==> config.mk <==
export PLATFORM = sky130hd
export DESIGN_NAME = antialiased_cursor_sprite_top
export DESIGN_NICKNAME = d
export VERILOG_FILES = /design/src/hw/rtl/acs_pkg.sv /design/src/hw/rtl/antialiased_cursor_sprite_top.sv /design/src/hw/rtl/acs_geom.sv /design/src/hw/rtl/acs_sqrt.sv /design/src/hw/rtl/acs_shade.sv
export SDC_FILE = /design/constraint.sdc
export NUM_CORES = 1
export LEC_CHECK = 0
export ABC_AREA = 1
export ABC_CLOCK_PERIOD_IN_PS = 9600
export BUFFER_PORTS_ARGS = -buffer_cell sky130_fd_sc_hd__clkbuf_2
export CAP_MARGIN = 20
export CORE_MARGIN = 3
export CORE_UTILIZATION = 65
export CTS_CLUSTER_SIZE = 24
export DETAILED_ROUTE_END_ITERATION = 6
export PLACE_DENSITY = 0.84
export SLEW_MARGIN = 20
export SYNTH_ARGS = -nofsm -noshare
export SYNTH_HDL_FRONTEND = slang
export SYNTH_SLANG_ARGS = --single-unit
==> constraint.sdc <==
create_clock -name clk -period 9.6 [get_ports clk]
set_clock_uncertainty 0.1 [all_clocks]
set_input_delay 0.96 -clock clk [delete_from_list [all_inputs] [get_ports clk]]
set_output_delay 0.96 -clock clk [all_outputs]
set_load 0.02 [all_outputs]
==> src/hw/rtl/acs_pkg.sv <==
// shared types, constants and arithmetic helpers for the cursor sprite pipeline
`default_nettype none
package acs_pkg;

  localparam int RING_WIDTH = 2;
  localparam int MAX_RADIUS = 50;

  localparam int COORD_W    = 7;
  localparam int RADIUS_W   = 6;
  localparam int CIDX_W     = 4;
  localparam int CHAN_W     = 8;
  localparam int DWORD_W    = 32;
  localparam int ADDR_W     = 4;

  localparam int RAD_W      = $clog2(MAX_RADIUS + RING_WIDTH + 1);
  localparam int DIAM_W     = $clog2(2 * (MAX_RADIUS + RING_WIDTH) + 3);
  localparam int DX_W       = DIAM_W + 3;
  localparam int OFF_W      = DIAM_W;
  localparam int SUMSQ_W    = 2 * OFF_W + 1;
  localparam int FRAC_SHIFT = 14;
  localparam int RAD_BITS   = SUMSQ_W + FRAC_SHIFT;
  localparam int ROOT_W     = (RAD_BITS + 1) / 2;
  localparam int RADICAND_W = 2 * ROOT_W;
  localparam int REM_W      = ROOT_W + 3;
  localparam int SQ_PER_STAGE = 3;
  localparam int SQ_STAGES  = (ROOT_W + SQ_PER_STAGE - 1) / SQ_PER_STAGE;
  localparam int LATENCY    = SQ_STAGES + 5;

  localparam int COV_W      = 9;
  localparam int COV_ONE    = 256;
  localparam int CALC_W     = ROOT_W + 3;
  localparam int PROD_W     = COV_W + CHAN_W;

  localparam logic [1:0] REG_RADIUS      = 2'd0;
  localparam logic [1:0] REG_RING_MODE   = 2'd1;
  localparam logic [1:0] REG_COLOR_INDEX = 2'd2;

  localparam logic [CIDX_W-1:0] COLOR_BLACK  = 4'd0;
  localparam logic [CIDX_W-1:0] COLOR_RED    = 4'd1;
  localparam logic [CIDX_W-1:0] COLOR_GREEN  = 4'd2;
  localparam logic [CIDX_W-1:0] COLOR_BLUE   = 4'd3;
  localparam logic [CIDX_W-1:0] COLOR_ORANGE = 4'd4;
  localparam logic [CIDX_W-1:0] COLOR_YELLOW = 4'd5;
  localparam logic [CIDX_W-1:0] COLOR_PURPLE = 4'd6;
  localparam logic [CIDX_W-1:0] COLOR_CYAN   = 4'd7;
  localparam logic [CIDX_W-1:0] COLOR_WHITE  = 4'd8;

  localparam logic [RADIUS_W-1:0] RADIUS_RESET = 6'd5;
  localparam logic [CIDX_W-1:0]   CIDX_RESET   = COLOR_RED;

  typedef struct packed {
    logic [COORD_W-1:0] pixel_col;
    logic [COORD_W-1:0] pixel_row;
  } in_word_t;

  typedef struct packed {
    logic [CHAN_W-1:0] alpha;
    logic [CHAN_W-1:0] red;
    logic [CHAN_W-1:0] green;
    logic [CHAN_W-1:0] blue;
    logic [COORD_W-1:0] sprite_diameter;
  } out_word_t;

  typedef struct packed {
    logic [RAD_W-1:0]  radius;
    logic              ring_mode;
    logic [CIDX_W-1:0] color_index;
  } cfg_t;

  typedef struct packed {
    logic               valid;
    logic               in_sprite;
    logic [SUMSQ_W-1:0] sum_sq;
  } sq_t;

  typedef struct packed {
    logic              valid;
    logic              in_sprite;
    logic [ROOT_W-1:0] dist_q8;
  } dist_t;

  typedef struct packed {
    logic              valid;
    logic [CHAN_W-1:0] alpha;
    logic [CHAN_W-1:0] red;
    logic [CHAN_W-1:0] green;
    logic [CHAN_W-1:0] blue;
  } argb_t;

  typedef struct packed {
    logic [REM_W-1:0]  rem;
    logic [ROOT_W-1:0] root;
  } root_state_t;

  // sprite side length 2*(r+border)+2
  function automatic logic [DIAM_W-1:0] diameter(cfg_t c);
    logic [RAD_W-1:0] half;
    half = c.radius + (c.ring_mode ? RAD_W'(RING_WIDTH) : RAD_W'(0));
    return DIAM_W'({half, 1'b0}) + DIAM_W'(2);
  endfunction

  function automatic logic [3*CHAN_W-1:0] palette(logic [CIDX_W-1:0] idx);
    logic [3*CHAN_W-1:0] rgb;
    case (idx)
      COLOR_BLACK:  rgb = 24'h000000;
      COLOR_RED:    rgb = 24'hFF0000;
      COLOR_GREEN:  rgb = 24'h00C000;
      COLOR_BLUE:   rgb = 24'h0055FF;
      COLOR_ORANGE: rgb = 24'hFFA500;
      COLOR_YELLOW: rgb = 24'hFFFF00;
      COLOR_PURPLE: rgb = 24'h800080;
      COLOR_CYAN:   rgb = 24'h00FFFF;
      default:      rgb = 24'hFFFFFF;
    endcase
    return rgb;
  endfunction

  // one restoring square root digit
  function automatic root_state_t sqrt_step(root_state_t s, logic [1:0] pair);
    logic [REM_W-1:0] cur;
    logic [REM_W-1:0] trial;
    root_state_t n;
    cur   = {s.rem[REM_W-3:0], pair};
    trial = {1'b0, s.root, 2'b01};
    if (cur >= trial) begin
      n.rem  = cur - trial;
      n.root = {s.root[ROOT_W-2:0], 1'b1};
    end else begin
      n.rem  = cur;
      n.root = {s.root[ROOT_W-2:0], 1'b0};
    end
    return n;
  endfunction

  // q1.8 coverage of a disc of radius r at q.8 distance dist_q8
  function automatic logic [COV_W-1:0] disc_cov(logic [RAD_W-1:0] r,
                                                logic [ROOT_W-1:0] dist_q8);
    logic signed [CALC_W-1:0] c;
    c = $signed(CALC_W'({r, 8'd0})) + $signed(CALC_W'(128))
        - $signed(CALC_W'(dist_q8));
    if (c < 0) begin
      return '0;
    end else if (c > $signed(CALC_W'(COV_ONE))) begin
      return COV_W'(COV_ONE);
    end else begin
      return c[COV_W-1:0];
    end
  endfunction

  function automatic logic [CHAN_W-1:0] scale_chan(logic [COV_W-1:0] cov,
                                                   logic [CHAN_W-1:0] val);
    logic [PROD_W-1:0] p;
    p = PROD_W'(cov) * PROD_W'(val) + PROD_W'(128);
    return p[CHAN_W+7:8];
  endfunction

endpackage
`default_nettype wire

==> src/hw/rtl/antialiased_cursor_sprite_top.sv <==
// top level: register port, configuration clamping and the pixel pipeline
// a word taken with start runs through the geometry, square root and shade registers to out_word and out_strobe
// throughput: one word per cycle; busy stays low, start may be held every cycle
// the square root takes five of the ten stages, three result bits per stage
// reset: synchronous active-low rst_n clears valid bits and the registers to
// radius 5, disc mode, color index 1; no clearing pass
`default_nettype none
module antialiased_cursor_sprite_top (
  input  logic                         clk,
  input  logic                         rst_n,
  input  logic                         start,
  output logic                         busy,
  input  acs_pkg::in_word_t            in_word,
  output logic                         out_strobe,
  output acs_pkg::out_word_t           out_word,
  input  logic                         psel,
  input  logic                         penable,
  input  logic                         pwrite,
  input  logic [acs_pkg::ADDR_W-1:0]   paddr,
  input  logic [acs_pkg::DWORD_W-1:0]  pwdata,
  output logic [acs_pkg::DWORD_W-1:0]  prdata,
  output logic                         pready
);

  logic [acs_pkg::RADIUS_W-1:0] radius_r;
  logic                         ring_mode_r;
  logic [acs_pkg::CIDX_W-1:0]   color_index_r;

  logic                         accept;
  logic                         wr_en;
  logic [1:0]                   reg_sel;
  acs_pkg::cfg_t                cfg;
  acs_pkg::sq_t                 sq;
  acs_pkg::dist_t               distance;
  acs_pkg::argb_t               px;

  assign busy    = 1'b0;
  assign accept  = start && !busy;
  assign pready  = 1'b1;
  assign wr_en   = psel && penable && pwrite && pready;
  assign reg_sel = paddr[3:2];

  always_ff @(posedge clk) begin
    if (!rst_n) begin
      radius_r      <= acs_pkg::RADIUS_RESET;
      ring_mode_r   <= 1'b0;
      color_index_r <= acs_pkg::CIDX_RESET;
    end else if (wr_en) begin
      case (reg_sel)
        acs_pkg::REG_RADIUS:      radius_r      <= pwdata[acs_pkg::RADIUS_W-1:0];
        acs_pkg::REG_RING_MODE:   ring_mode_r   <= pwdata[0];
        acs_pkg::REG_COLOR_INDEX: color_index_r <= pwdata[acs_pkg::CIDX_W-1:0];
        default: ;
      endcase
    end
  end

  always_comb begin
    case (reg_sel)
      acs_pkg::REG_RADIUS:      prdata = acs_pkg::DWORD_W'(radius_r);
      acs_pkg::REG_RING_MODE:   prdata = acs_pkg::DWORD_W'(ring_mode_r);
      acs_pkg::REG_COLOR_INDEX: prdata = acs_pkg::DWORD_W'(color_index_r);
      default:                  prdata = '0;
    endcase
  end

  // out-of-range radius and color index saturate
  always_comb begin
    if (radius_r == '0) begin
      cfg.radius = acs_pkg::RAD_W'(1);
    end else if (int'(radius_r) > acs_pkg::MAX_RADIUS) begin
      cfg.radius = acs_pkg::RAD_W'(acs_pkg::MAX_RADIUS);
    end else begin
      cfg.radius = acs_pkg::RAD_W'(radius_r);
    end
    cfg.ring_mode   = ring_mode_r;
    cfg.color_index = (color_index_r > acs_pkg::COLOR_WHITE) ? acs_pkg::COLOR_WHITE
                                                             : color_index_r;
  end

  acs_geom u_geom (
    .clk     (clk),
    .rst_n   (rst_n),
    .accept  (accept),
    .in_word (in_word),
    .cfg     (cfg),
    .sq      (sq)
  );

  acs_sqrt u_sqrt (
    .clk      (clk),
    .rst_n    (rst_n),
    .sq       (sq),
    .distance (distance)
  );

  acs_shade u_shade (
    .clk      (clk),
    .rst_n    (rst_n),
    .distance (distance),
    .cfg      (cfg),
    .px       (px)
  );

  assign out_strobe               = px.valid;
  assign out_word.alpha           = px.alpha;
  assign out_word.red             = px.red;
  assign out_word.green           = px.green;
  assign out_word.blue            = px.blue;
  assign out_word.sprite_diameter = acs_pkg::COORD_W'(acs_pkg::diameter(cfg));

  a_latency: assert property (@(posedge clk) disable iff (!rst_n)
    out_strobe |-> $past(accept, acs_pkg::LATENCY))
    else $error("result word without a matching input word");

  a_ring_white: assert property (@(posedge clk) disable iff (!rst_n)
    out_strobe && ring_mode_r |->
      out_word.red == out_word.alpha && out_word.green == out_word.alpha &&
      out_word.blue == out_word.alpha)
    else $error("ring word is not white");

  a_premul: assert property (@(posedge clk) disable iff (!rst_n)
    out_strobe |->
      out_word.red <= out_word.alpha && out_word.green <= out_word.alpha &&
      out_word.blue <= out_word.alpha)
    else $error("channel exceeds alpha");

  a_outside: assert property (@(posedge clk) disable iff (!rst_n)
    out_strobe &&
      ($past(in_word.pixel_col, acs_pkg::LATENCY) >= out_word.sprite_diameter ||
       $past(in_word.pixel_row, acs_pkg::LATENCY) >= out_word.sprite_diameter) |->
      out_word.alpha == '0)
    else $error("pixel outside the sprite has coverage");

endmodule
`default_nettype wire

==> src/hw/rtl/acs_geom.sv <==
// input capture, centre offsets and sum of squared offsets (three stages)
`default_nettype none
module acs_geom (
  input  logic             clk,
  input  logic             rst_n,
  input  logic             accept,
  input  acs_pkg::in_word_t in_word,
  input  acs_pkg::cfg_t    cfg,
  output acs_pkg::sq_t     sq
);

  logic                             v1_r, v2_r, v3_r;
  logic [acs_pkg::COORD_W-1:0]      col1_r, row1_r;
  logic                             in2_r, in3_r;
  logic [acs_pkg::OFF_W-1:0]        adx2_r, ady2_r;
  logic [acs_pkg::SUMSQ_W-1:0]      sum3_r;

  logic [acs_pkg::DIAM_W-1:0]       diam;
  logic signed [acs_pkg::DX_W-1:0]  dxs, dys;
  logic                             in_sprite;
  logic [acs_pkg::OFF_W-1:0]        adx_nxt, ady_nxt;
  logic [acs_pkg::SUMSQ_W-1:0]      sum_nxt;

  assign diam = acs_pkg::diameter(cfg);

  // offsets in half-pixel units from the sprite centre
  always_comb begin
    dxs = $signed(acs_pkg::DX_W'({col1_r, 1'b1})) - $signed(acs_pkg::DX_W'(diam));
    dys = $signed(acs_pkg::DX_W'({row1_r, 1'b1})) - $signed(acs_pkg::DX_W'(diam));
    in_sprite = (acs_pkg::DX_W'(col1_r) < acs_pkg::DX_W'(diam)) &&
                (acs_pkg::DX_W'(row1_r) < acs_pkg::DX_W'(diam));
    adx_nxt = '0;
    ady_nxt = '0;
    if (in_sprite) begin
      adx_nxt = acs_pkg::OFF_W'((dxs < 0) ? -dxs : dxs);
      ady_nxt = acs_pkg::OFF_W'((dys < 0) ? -dys : dys);
    end
    sum_nxt = acs_pkg::SUMSQ_W'(adx2_r) * acs_pkg::SUMSQ_W'(adx2_r)
            + acs_pkg::SUMSQ_W'(ady2_r) * acs_pkg::SUMSQ_W'(ady2_r);
  end

  always_ff @(posedge clk) begin
    if (!rst_n) begin
      v1_r <= 1'b0;
      v2_r <= 1'b0;
      v3_r <= 1'b0;
    end else begin
      v1_r <= accept;
      v2_r <= v1_r;
      v3_r <= v2_r;
    end
    col1_r <= in_word.pixel_col;
    row1_r <= in_word.pixel_row;
    in2_r  <= in_sprite;
    adx2_r <= adx_nxt;
    ady2_r <= ady_nxt;
    in3_r  <= in2_r;
    sum3_r <= sum_nxt;
  end

  assign sq = '{valid: v3_r, in_sprite: in3_r, sum_sq: sum3_r};

endmodule
`default_nettype wire

==> src/hw/rtl/acs_sqrt.sv <==
// pipelined digit-by-digit square root, three result digits per stage
`default_nettype none
module acs_sqrt (
  input  logic           clk,
  input  logic           rst_n,
  input  acs_pkg::sq_t   sq,
  output acs_pkg::dist_t distance
);

  logic                               vld_r  [acs_pkg::SQ_STAGES];
  logic                               in_r   [acs_pkg::SQ_STAGES];
  acs_pkg::root_state_t               st_r   [acs_pkg::SQ_STAGES];
  logic [acs_pkg::RADICAND_W-1:0]     rad_r  [acs_pkg::SQ_STAGES];

  logic                               vld_in [acs_pkg::SQ_STAGES];
  logic                               in_in  [acs_pkg::SQ_STAGES];
  acs_pkg::root_state_t               st_in  [acs_pkg::SQ_STAGES];
  logic [acs_pkg::RADICAND_W-1:0]     rad_in [acs_pkg::SQ_STAGES];
  acs_pkg::root_state_t               st_nxt [acs_pkg::SQ_STAGES];
  logic [acs_pkg::RADICAND_W-1:0]     rad_nxt[acs_pkg::SQ_STAGES];

  for (genvar s = 0; s < acs_pkg::SQ_STAGES; s++) begin : g_stage
    if (s == 0) begin : g_first
      assign vld_in[s] = sq.valid;
      assign in_in[s]  = sq.in_sprite;
      assign st_in[s]  = '0;
      assign rad_in[s] = acs_pkg::RADICAND_W'({sq.sum_sq, {acs_pkg::FRAC_SHIFT{1'b0}}});
    end else begin : g_rest
      assign vld_in[s] = vld_r[s-1];
      assign in_in[s]  = in_r[s-1];
      assign st_in[s]  = st_r[s-1];
      assign rad_in[s] = rad_r[s-1];
    end

    always_comb begin
      st_nxt[s]  = st_in[s];
      rad_nxt[s] = rad_in[s];
      for (int j = 0; j < acs_pkg::SQ_PER_STAGE; j++) begin
        if (s * acs_pkg::SQ_PER_STAGE + j < acs_pkg::ROOT_W) begin
          st_nxt[s]  = acs_pkg::sqrt_step(st_nxt[s],
                                          rad_nxt[s][acs_pkg::RADICAND_W-1 -: 2]);
          rad_nxt[s] = rad_nxt[s] << 2;
        end
      end
    end

    always_ff @(posedge clk) begin
      if (!rst_n) begin
        vld_r[s] <= 1'b0;
      end else begin
        vld_r[s] <= vld_in[s];
      end
      in_r[s]  <= in_in[s];
      st_r[s]  <= st_nxt[s];
      rad_r[s] <= rad_nxt[s];
    end
  end

  assign distance = '{valid:     vld_r[acs_pkg::SQ_STAGES-1],
                      in_sprite: in_r[acs_pkg::SQ_STAGES-1],
                      dist_q8:   st_r[acs_pkg::SQ_STAGES-1].root};

endmodule
`default_nettype wire

==> src/hw/rtl/acs_shade.sv <==
// coverage from distance, then premultiplied channel scaling (two stages)
`default_nettype none
module acs_shade (
  input  logic           clk,
  input  logic           rst_n,
  input  acs_pkg::dist_t distance,
  input  acs_pkg::cfg_t  cfg,
  output acs_pkg::argb_t px
);

  logic                            va_r;
  logic [acs_pkg::COV_W-1:0]       cov_a_r;
  logic [3*acs_pkg::CHAN_W-1:0]    rgb_a_r;
  acs_pkg::argb_t                  px_r;

  logic [acs_pkg::COV_W-1:0]       inner_cov, outer_cov, cov_nxt;
  logic [3*acs_pkg::CHAN_W-1:0]    rgb_nxt;
  acs_pkg::argb_t                  px_nxt;

  always_comb begin
    inner_cov = acs_pkg::disc_cov(cfg.radius, distance.dist_q8);
    outer_cov = acs_pkg::disc_cov(cfg.radius + acs_pkg::RAD_W'(acs_pkg::RING_WIDTH),
                                  distance.dist_q8);
    if (!distance.in_sprite) begin
      cov_nxt = '0;
    end else if (cfg.ring_mode) begin
      cov_nxt = outer_cov - inner_cov;
    end else begin
      cov_nxt = inner_cov;
    end
    rgb_nxt = cfg.ring_mode ? acs_pkg::palette(acs_pkg::COLOR_WHITE)
                            : acs_pkg::palette(cfg.color_index);
  end

  always_comb begin
    px_nxt.valid = va_r;
    px_nxt.alpha = acs_pkg::scale_chan(cov_a_r, 8'hFF);
    px_nxt.red   = acs_pkg::scale_chan(cov_a_r, rgb_a_r[23:16]);
    px_nxt.green = acs_pkg::scale_chan(cov_a_r, rgb_a_r[15:8]);
    px_nxt.blue  = acs_pkg::scale_chan(cov_a_r, rgb_a_r[7:0]);
  end

  always_ff @(posedge clk) begin
    if (!rst_n) begin
      va_r       <= 1'b0;
      px_r.valid <= 1'b0;
    end else begin
      va_r       <= distance.valid;
      px_r.valid <= px_nxt.valid;
    end
    cov_a_r    <= cov_nxt;
    rgb_a_r    <= rgb_nxt;
    px_r.alpha <= px_nxt.alpha;
    px_r.red   <= px_nxt.red;
    px_r.green <= px_nxt.green;
    px_r.blue  <= px_nxt.blue;
  end

  assign px = px_r;

endmodule
`default_nettype wire
==> results of run 1 <==
worst min-delay path by stage:
stage	slack, ns	to	startpoint
after floorplan	0.21	u_geom.in3_r	u_geom.in2_r
after global placement	0.21	u_sqrt.rad_r[0][47]	u_sqrt.rad_r[0][17]
after detailed placement	0.21	u_sqrt.rad_r[0][23]	u_geom.sum3_r[9]
after CTS	0.23	u_sqrt.rad_r[0][20]	u_geom.sum3_r[6]
after global routing	0.23	u_sqrt.rad_r[0][20]	u_geom.sum3_r[6]
final	0.23	u_sqrt.rad_r[0][20]	u_geom.sum3_r[6]
registers in the layout, indices dropped and copies added (netlist names), 4 cells and up:
register         count
u_geom.row1_r        7
u_geom.col1_r        7
u_geom.ady2_r        7
u_sqrt.st_r        107
u_sqrt.rad_r        12
u_shade.px          33
u_sqrt.vld_r         5
u_geom.sum3_r       14
u_shade.cov_a_r      9
radius_r             6
u_sqrt.in_r          5
u_shade.rgb_a_r     10
color_index_r        4
u_geom.adx2_r        6
metal layers:
layer,global-route usage (%),vias to the layer above,routed length (um)
met4,9.55,0,1850
met3,3.17,137,2630
met1,34.1,9916,24300
met5,0,-,0
li1,-,10900,-
met2,49.7,487,27600
power by group:
part	switching, mW	internal, mW
sequential	0.144	1.19
clock	0.453	0.697
combinational	2.43	1.36
total	3.03	3.24
synthesized netlist by cell type (27+ instances only):
cell	instances	area, um^2
nand2_1	698	2620
o21ai_0	139	696
dfxtp_1	239	4780
xor2_1	133	1160
nand4_1	46	288
a21oi_1	164	821
nand3_1	182	911
xnor2_1	50	438
ha_1	352	4400
fa_1	207	4140
buf_4	31	233
nor2_1	207	777
clkbuf_1	33	124
inv_1	704	2640
nor3_1	27	135
area by class of cell:
cell class | instances | share of cell area, %
Clock buffer | 36 | 2.88
Clock inverter | 13 | 0.684
Inverter | 717 | 9.69
Multi-Input combinational cell | 2453 | 65.9
Sequential cell | 239 | 17.2
Tap cell | 518 | 2.33
Timing Repair Buffer | 74 | 1.35
kinds of logic after synthesis:
kind of cell / count (synthesis) / share of synthesized area, %
compound gates: 406 / 8.77
xor+xnor: 183 / 6.13
fa+ha+maj: 559 / 32.7
buf+inv: 796 / 12.1
flops: 239 / 18.3
other cells: 2 / 0.0287
simple gates: 1275 / 22.0
worst reg2reg max path: cells and delay by family (launching register included):
kind,cells,cell delay (ns)
flip-flops,1,0.36
buffers and inverters,10,1.38
AO/OA/AOI/OAI,9,1.48
adder cells (fa/ha/maj),4,1.36
AND/OR/NAND/NOR,18,2.36
==> results.txt, run 1 <==
----------------------------------------------------
[Timing]
  Worst Max-Slew Pin Slew ... 0.907 ns
  Final critical-path setup slack ... 2.48 ns
  RSZ-0062 raised after global routing ... no
  Slew HR ... 39.3%
  Pins over their slew limit ... 0
  Highest Clock Rate ... 141 MHz
  Setup_tns ... 0 ns
  Final hold vios ... 0
  Worst hold-check slack ... 0.226 ns
  Final Setup Violations ... 0
  Share of the clock period used by the worst path after layout ... 74.1%
  Minimum period implied by the final worst setup slack ... 7.12 ns

[Drt]
  Routed wire length ... 56300 um
  Avg WL per Cell ... 13.9 um
  Routed Antenna Nets ... 0
  Vias ... 21500
  Number of design rule violations left after detail routing ... 0
  First-pass DRT Iterations ... 5
  Vias per Instance ... 5.30
  First DRT Iteration DRCs ... 1341

[Die]
  Effective utilization at floorplan ... 66.7%
  Vertical die dimension ... 207 um
  Row cnt ... 72
  Core outline area ... 0.0392 mm^2
  Die Wd ... 207 um
  Die area ... 0.0427 mm^2
  I/O pin count ... 130

[Logic synthesis]
  Post-synthesis cell area ... 0.0262 mm^2
  Number of warning messages in the yosys log ... 0
  Synth Instances ... 3460
  Number of distinct standard cells referenced by the synthesized netlist ... 62
  Flops & latches, synth ... 239
  Post-synthesis async set-or-reset flop share ... 0%
  Most common flop cell mapped by yosys ... dfxtp_1
  Post-synth EDFFs ... 0
  Share of synthesized area occupied by flip-flops and latches ... 18.3%
  Avg Synthesized Cell Area ... 7.56 um^2

[Setup path]
  Crit-path leading delay family ... simple AND/OR/NAND/NOR gates
  Largest stage delay on the critical path ... 0.42 ns
  CP Capture Point ... u_sqrt.st_r[3][18]
  Setup slack, reg-to-reg ... 2.48 ns
  Sum of buffers and inverters on the critical path ... 10
  Number of cell instances on the worst register-to-register path ... 41
  Critical Setup Path Class ... reg -> reg
  Startpoint kind of the worst setup timing path ... register
  Crit path required time ... 9.96 ns
  Slowest cell on crit path ... fa_1
  Endpoint of the lowest-slack register-to-register path ... u_sqrt.st_r[3][18]
  Arrival time at the worst endpoint ... 7.47 ns
  Biggest fanout along the worst timing path ... 16
  Worst Setup SP ... u_sqrt.st_r[2][16]
  Crit path depth ... 41
  Critical path endpoint category ... register
  Critical R2R Launch ... u_sqrt.st_r[2][16]
  Most common cell type on the critical path ... nand2_1

[Run]
  Maxcap violations ... 0

[Global route]
  Remaining global-route overflow ... 0
  Number of global-route vias before repair ... 21800
  Wire length of the first global-routing pass ... 98700 um
  Pin count of the biggest net entering global routing ... 22
  Initial antenna violation count ... 1
  Overall fraction of global-route tracks in use ... 27.5%

[Layout]
  Total area of multi-input combinational cells ... 0.0183 mm^2
  Share of layout cells above drive strength 1 ... 6.71%
  Area of all sequential standard cells ... 0.00478 mm^2
  # nets final ... 4129
  Final Util ... 71.0%
  Most frequent cells in the layout ... 704 x inv_1, 698 x nand2_1, 352 x ha_1
  Leading cell type in the layout, fill and taps excluded ... inv_1
  Final design area excluding fillers ... 0.0278 mm^2
  Non-Filler Instances ... 4050
  Count of inserted antenna diode cells ... 0
  Fillcell total ... 3108
  Area growth from synthesis to final layout ... 6.36%

[CTS]
  Clk root buf ... clkbuf_16
  TritonCTS clock tree ... built
  Clk sinks ... 239
  Post-CTS Setup Repair Bufs ... 0
  Count of hold buffers inserted by post-cts repair ... 0
  Number of buffers between clock root and the deepest sink ... 3
  Number of gates resized after CTS ... 0
  TritonCTS buffer count ... 29
  Depth of the CTS H-tree ... 1
  Latest clock arrival within the worst-skew pair ... 0.58 ns
  Clock slew at the register clock pins of the worst setup and hold paths ... 0.06 ns

[Power and ir drop]
  Power per cell area ... 225 mW/mm^2
  Total Power ... 6.27 mW
  Leakage ... 16.2 nW
  Worst voltage drop across the vdd grid ... 0.278 mV

[Place]
  Placed Area ... 0.0268 mm^2
  DP HPWL ... 45600 um
  Final RePlAce weighted congestion ... 0.953
  Worst setup slack after placement ... 2.59 ns
  Number of cells after detailed placement ... 4001
  Number of port buffers ... 72

[Hold path]
  Hold Path Depth ... 0
  Path type of the worst min-delay path ... reg -> reg

[Outcome]
  Result of the run ... completed

----------------------------------------------------
Note: power is estimated with default switching activity, not from simulation.
==> inputs of run 2 (changes only) <==
--- a/config.mk
+++ b/config.mk
@@ -5,15 +5,15 @@
 export SDC_FILE = /design/constraint.sdc
 export NUM_CORES = 1
 export LEC_CHECK = 0
-export ABC_AREA = 1
-export ABC_CLOCK_PERIOD_IN_PS = 9600
+export ABC_AREA = 0
+export ABC_CLOCK_PERIOD_IN_PS = 7400
 export BUFFER_PORTS_ARGS = -buffer_cell sky130_fd_sc_hd__clkbuf_2
 export CAP_MARGIN = 20
 export CORE_MARGIN = 3
-export CORE_UTILIZATION = 65
+export CORE_UTILIZATION = 64
 export CTS_CLUSTER_SIZE = 24
 export DETAILED_ROUTE_END_ITERATION = 6
-export PLACE_DENSITY = 0.84
+export PLACE_DENSITY = 0.83
 export SLEW_MARGIN = 20
 export SYNTH_ARGS = -nofsm -noshare
 export SYNTH_HDL_FRONTEND = slang
==> constraint.sdc (replaced) <==
create_clock -name clk -period 7.4 [get_ports clk]
set_clock_uncertainty 0.1 [all_clocks]
set_input_delay 0.74 -clock clk [delete_from_list [all_inputs] [get_ports clk]]
set_output_delay 0.74 -clock clk [all_outputs]
set_load 0.02 [all_outputs]
==> run 2 against run 1 <==
Compared with the run above:
- cell area decreased by 4.6%
- combinational power grew 34%
- core utilization fell by 0.89 points
- worst hold slack got worse by 0.064 ns
- sequential cell count unchanged
- die area down 4.0%
- via count shrank 11%
- routed wire length down 5.9%
- sequential share of layout area increased by 0.84 points
- critical path type unchanged
- largest cell class unchanged
==> results.txt, run 2 <==
----------------------------------------------------
[Power and ir drop]
  Worst voltage drop across the vdd grid ... 0.393 mV
  Leakage ... 13.5 nW
  Total Power ... 8.15 mW
  Power per cell area ... 307 mW/mm^2

[Layout]
  Count of inserted antenna diode cells ... 0
  Max FFs per register ... 107
  Area growth from synthesis to final layout ... 7.38%
  Non-Filler Instances ... 3358
  Share of layout cells above drive strength 1 ... 7.94%
  Fillcell total ... 2794
  Leading cell type in the layout, fill and taps excluded ... inv_1
  # nets final ... 3442
  Most frequent cells in the layout ... 394 x inv_1, 352 x ha_1, 239 x dfxtp_1
  Register with the most flip-flops ... u_sqrt.st_r

[Setup path]
  Startpoint kind of the worst setup timing path ... register
  Crit-path leading delay family ... compound AO/OA/AOI/OAI gates
  Largest stage delay on the critical path ... 0.45 ns
  Crit path required time ... 7.73 ns
  Critical R2R Launch ... u_sqrt.st_r[3][16]
  Critical Setup Path Class ... reg -> reg
  Biggest fanout along the worst timing path ... 9
  Worst Setup SP ... u_sqrt.st_r[3][16]
  Critical path endpoint category ... register
  Arrival time at the worst endpoint ... 7.31 ns
  Slowest cell on crit path ... a2111oi_2
  Sum of buffers and inverters on the critical path ... 3

[Place]
  Number of cells after detailed placement ... 3304
  Number of port buffers ... 72
  DP HPWL ... 42700 um
  Final RePlAce weighted congestion ... 0.924

[Drt]
  Avg WL per Cell ... 15.8 um
  First DRT Iteration DRCs ... 926
  Vias ... 19100
  Routed Antenna Nets ... 0
  Routed wire length ... 53000 um
  Number of design rule violations left after detail routing ... 0
  Vias per Instance ... 5.70
  First-pass DRT Iterations ... 5

[Logic synthesis]
  Synth Instances ... 2759
  Avg Synthesized Cell Area ... 8.95 um^2
  Post-synth EDFFs ... 0
  Number of warning messages in the yosys log ... 0
  Post-synth top area share ... 19.4%
  Post-synthesis cell area ... 0.0247 mm^2
  Leading cell type by number of instances after synthesis ... inv_1
  Share of synthesized area occupied by flip-flops and latches ... 19.4%
  Most common library cells after synthesis ... 394 x inv_1, 352 x ha_1, 239 x dfxtp_1
  Cell type with the largest total area after synthesis ... dfxtp_1
  Post-synthesis async set-or-reset flop share ... 0%
  Number of distinct standard cells referenced by the synthesized netlist ... 96
  Most common flop cell mapped by yosys ... dfxtp_1
  Largest cells by area after synthesis ... dfxtp_1 19%, ha_1 18%, fa_1 17%
  Flops & latches, synth ... 239

[CTS]
  Number of buffers between clock root and the deepest sink ... 3
  TritonCTS clock tree ... built
  Depth of the CTS H-tree ... 1
  Clock slew at the register clock pins of the worst setup and hold paths ... 0.06 ns
  Clk root buf ... clkbuf_16
  Count of hold buffers inserted by post-cts repair ... 0
  TritonCTS buffer count ... 27
  Latest clock arrival within the worst-skew pair ... 0.57 ns
  Clk sinks ... 239

[Timing]
  Highest Clock Rate ... 143 MHz
  Share of the clock period used by the worst path after layout ... 94.4%
  Pins over their slew limit ... 0
  Slew HR ... 30.9%
  Final hold vios ... 0
  Setup_tns ... 0 ns
  Worst hold-check slack ... 0.162 ns
  Final Setup Violations ... 0
  Minimum period implied by the final worst setup slack ... 6.98 ns
  Worst Max-Slew Pin Slew ... 1.03 ns
  RSZ-0062 raised after global routing ... no

[Global route]
  Number of global-route vias before repair ... 20000
  Overall fraction of global-route tracks in use ... 26.2%
  Initial antenna violation count ... 0
  Pin count of the biggest net entering global routing ... 23
  Remaining global-route overflow ... 0
  Wire length of the first global-routing pass ... 92000 um

[Hold path]
  Launch instance of the worst min-delay path ... in_word[9]
  Path type of the worst min-delay path ... in -> reg

[Die]
  Die area ... 0.0410 mm^2
  I/O pin count ... 130
  Vertical die dimension ... 202 um
  Effective utilization at floorplan ... 65.3%
  Core outline area ... 0.0378 mm^2
  Row cnt ... 71
  Die Wd ... 202 um

[Outcome]
  Result of the run ... completed

[Run]
  Maxcap violations ... 0

----------------------------------------------------
## run 2: timing repair
item,CTS,global route
endpoints found under the setup margin,1,35
buffers inserted,0,5
pin swaps,0,4
gates resized for setup,2,19
## run 2: path summary, 6_finish.rpt
| kind | endpoint | slack [ns] | depth (start not counted) |
|---|---|---|---|
| worst max-delay path | u_sqrt.st_r[4][16] | 0.42 | 31 |
| worst min-delay path | u_geom.col1_r[2] | 0.16 | 1 |
| worst max register to register | u_sqrt.st_r[4][16] | 0.42 | 31 |
| worst min register to register | u_sqrt.rad_r[0][23] | 0.23 | 0 |
## run 2: where the power goes
group	internal (mW)	total (mW)	leakage, nW	switching (mW)
Sequential	1.53	1.72	1.96	0.195
Combinational	2.19	5.08	11.1	2.89
Clock	0.802	1.36	0.427	0.555
Total	4.51	8.15	13.5	3.64
## run 2: per-stage QoR
stage                     area (um^2)  utilization (%)  setup WS, ns
after floorplan                 24800                -        0.0883
after global placement          25500             67.5         0.280
after detailed placement        25500             67.5        0.0175
after CTS                       26400             69.9        0.0721
after global routing            26500             70.1        0.0177
final                           26500             70.1         0.417
## run 2: layer usage
layer	vias up	track usage [%]	wire, um
met3	107	2.69	2050
met5	-	0	0
met1	9263	31.7	22000
met4	0	7.60	1330
li1	9341	-	-
met2	418	49.4	27600
## run 2: logic make-up (layout without fill, tap and decap cells)
kind of cell	Yosys count	after routing	synth area share [%]
compound gates	492	492	13.2
xor+xnor	200	200	7.09
fa+ha+maj	559	559	34.6
buf+inv	488	548	7.96
flops	239	239	19.4
mux	64	64	2.78
other cells	2	30	0.0304
simple gates	715	715	14.9
## run 2: final cells by class
| cell class | instances | area, um^2 | area share (%) |
|---|---|---|---|
| Clock inverter | 14 | 180 | 0.679 |
| Multi-Input combinational cell | 2060 | 18100 | 68.2 |
| Timing Repair Buffer | 101 | 594 | 2.24 |
| Inverter | 398 | 1500 | 5.65 |
| Tap cell | 511 | 639 | 2.41 |
| Clock buffer | 35 | 726 | 2.74 |
| Sequential cell | 239 | 4780 | 18.0 |
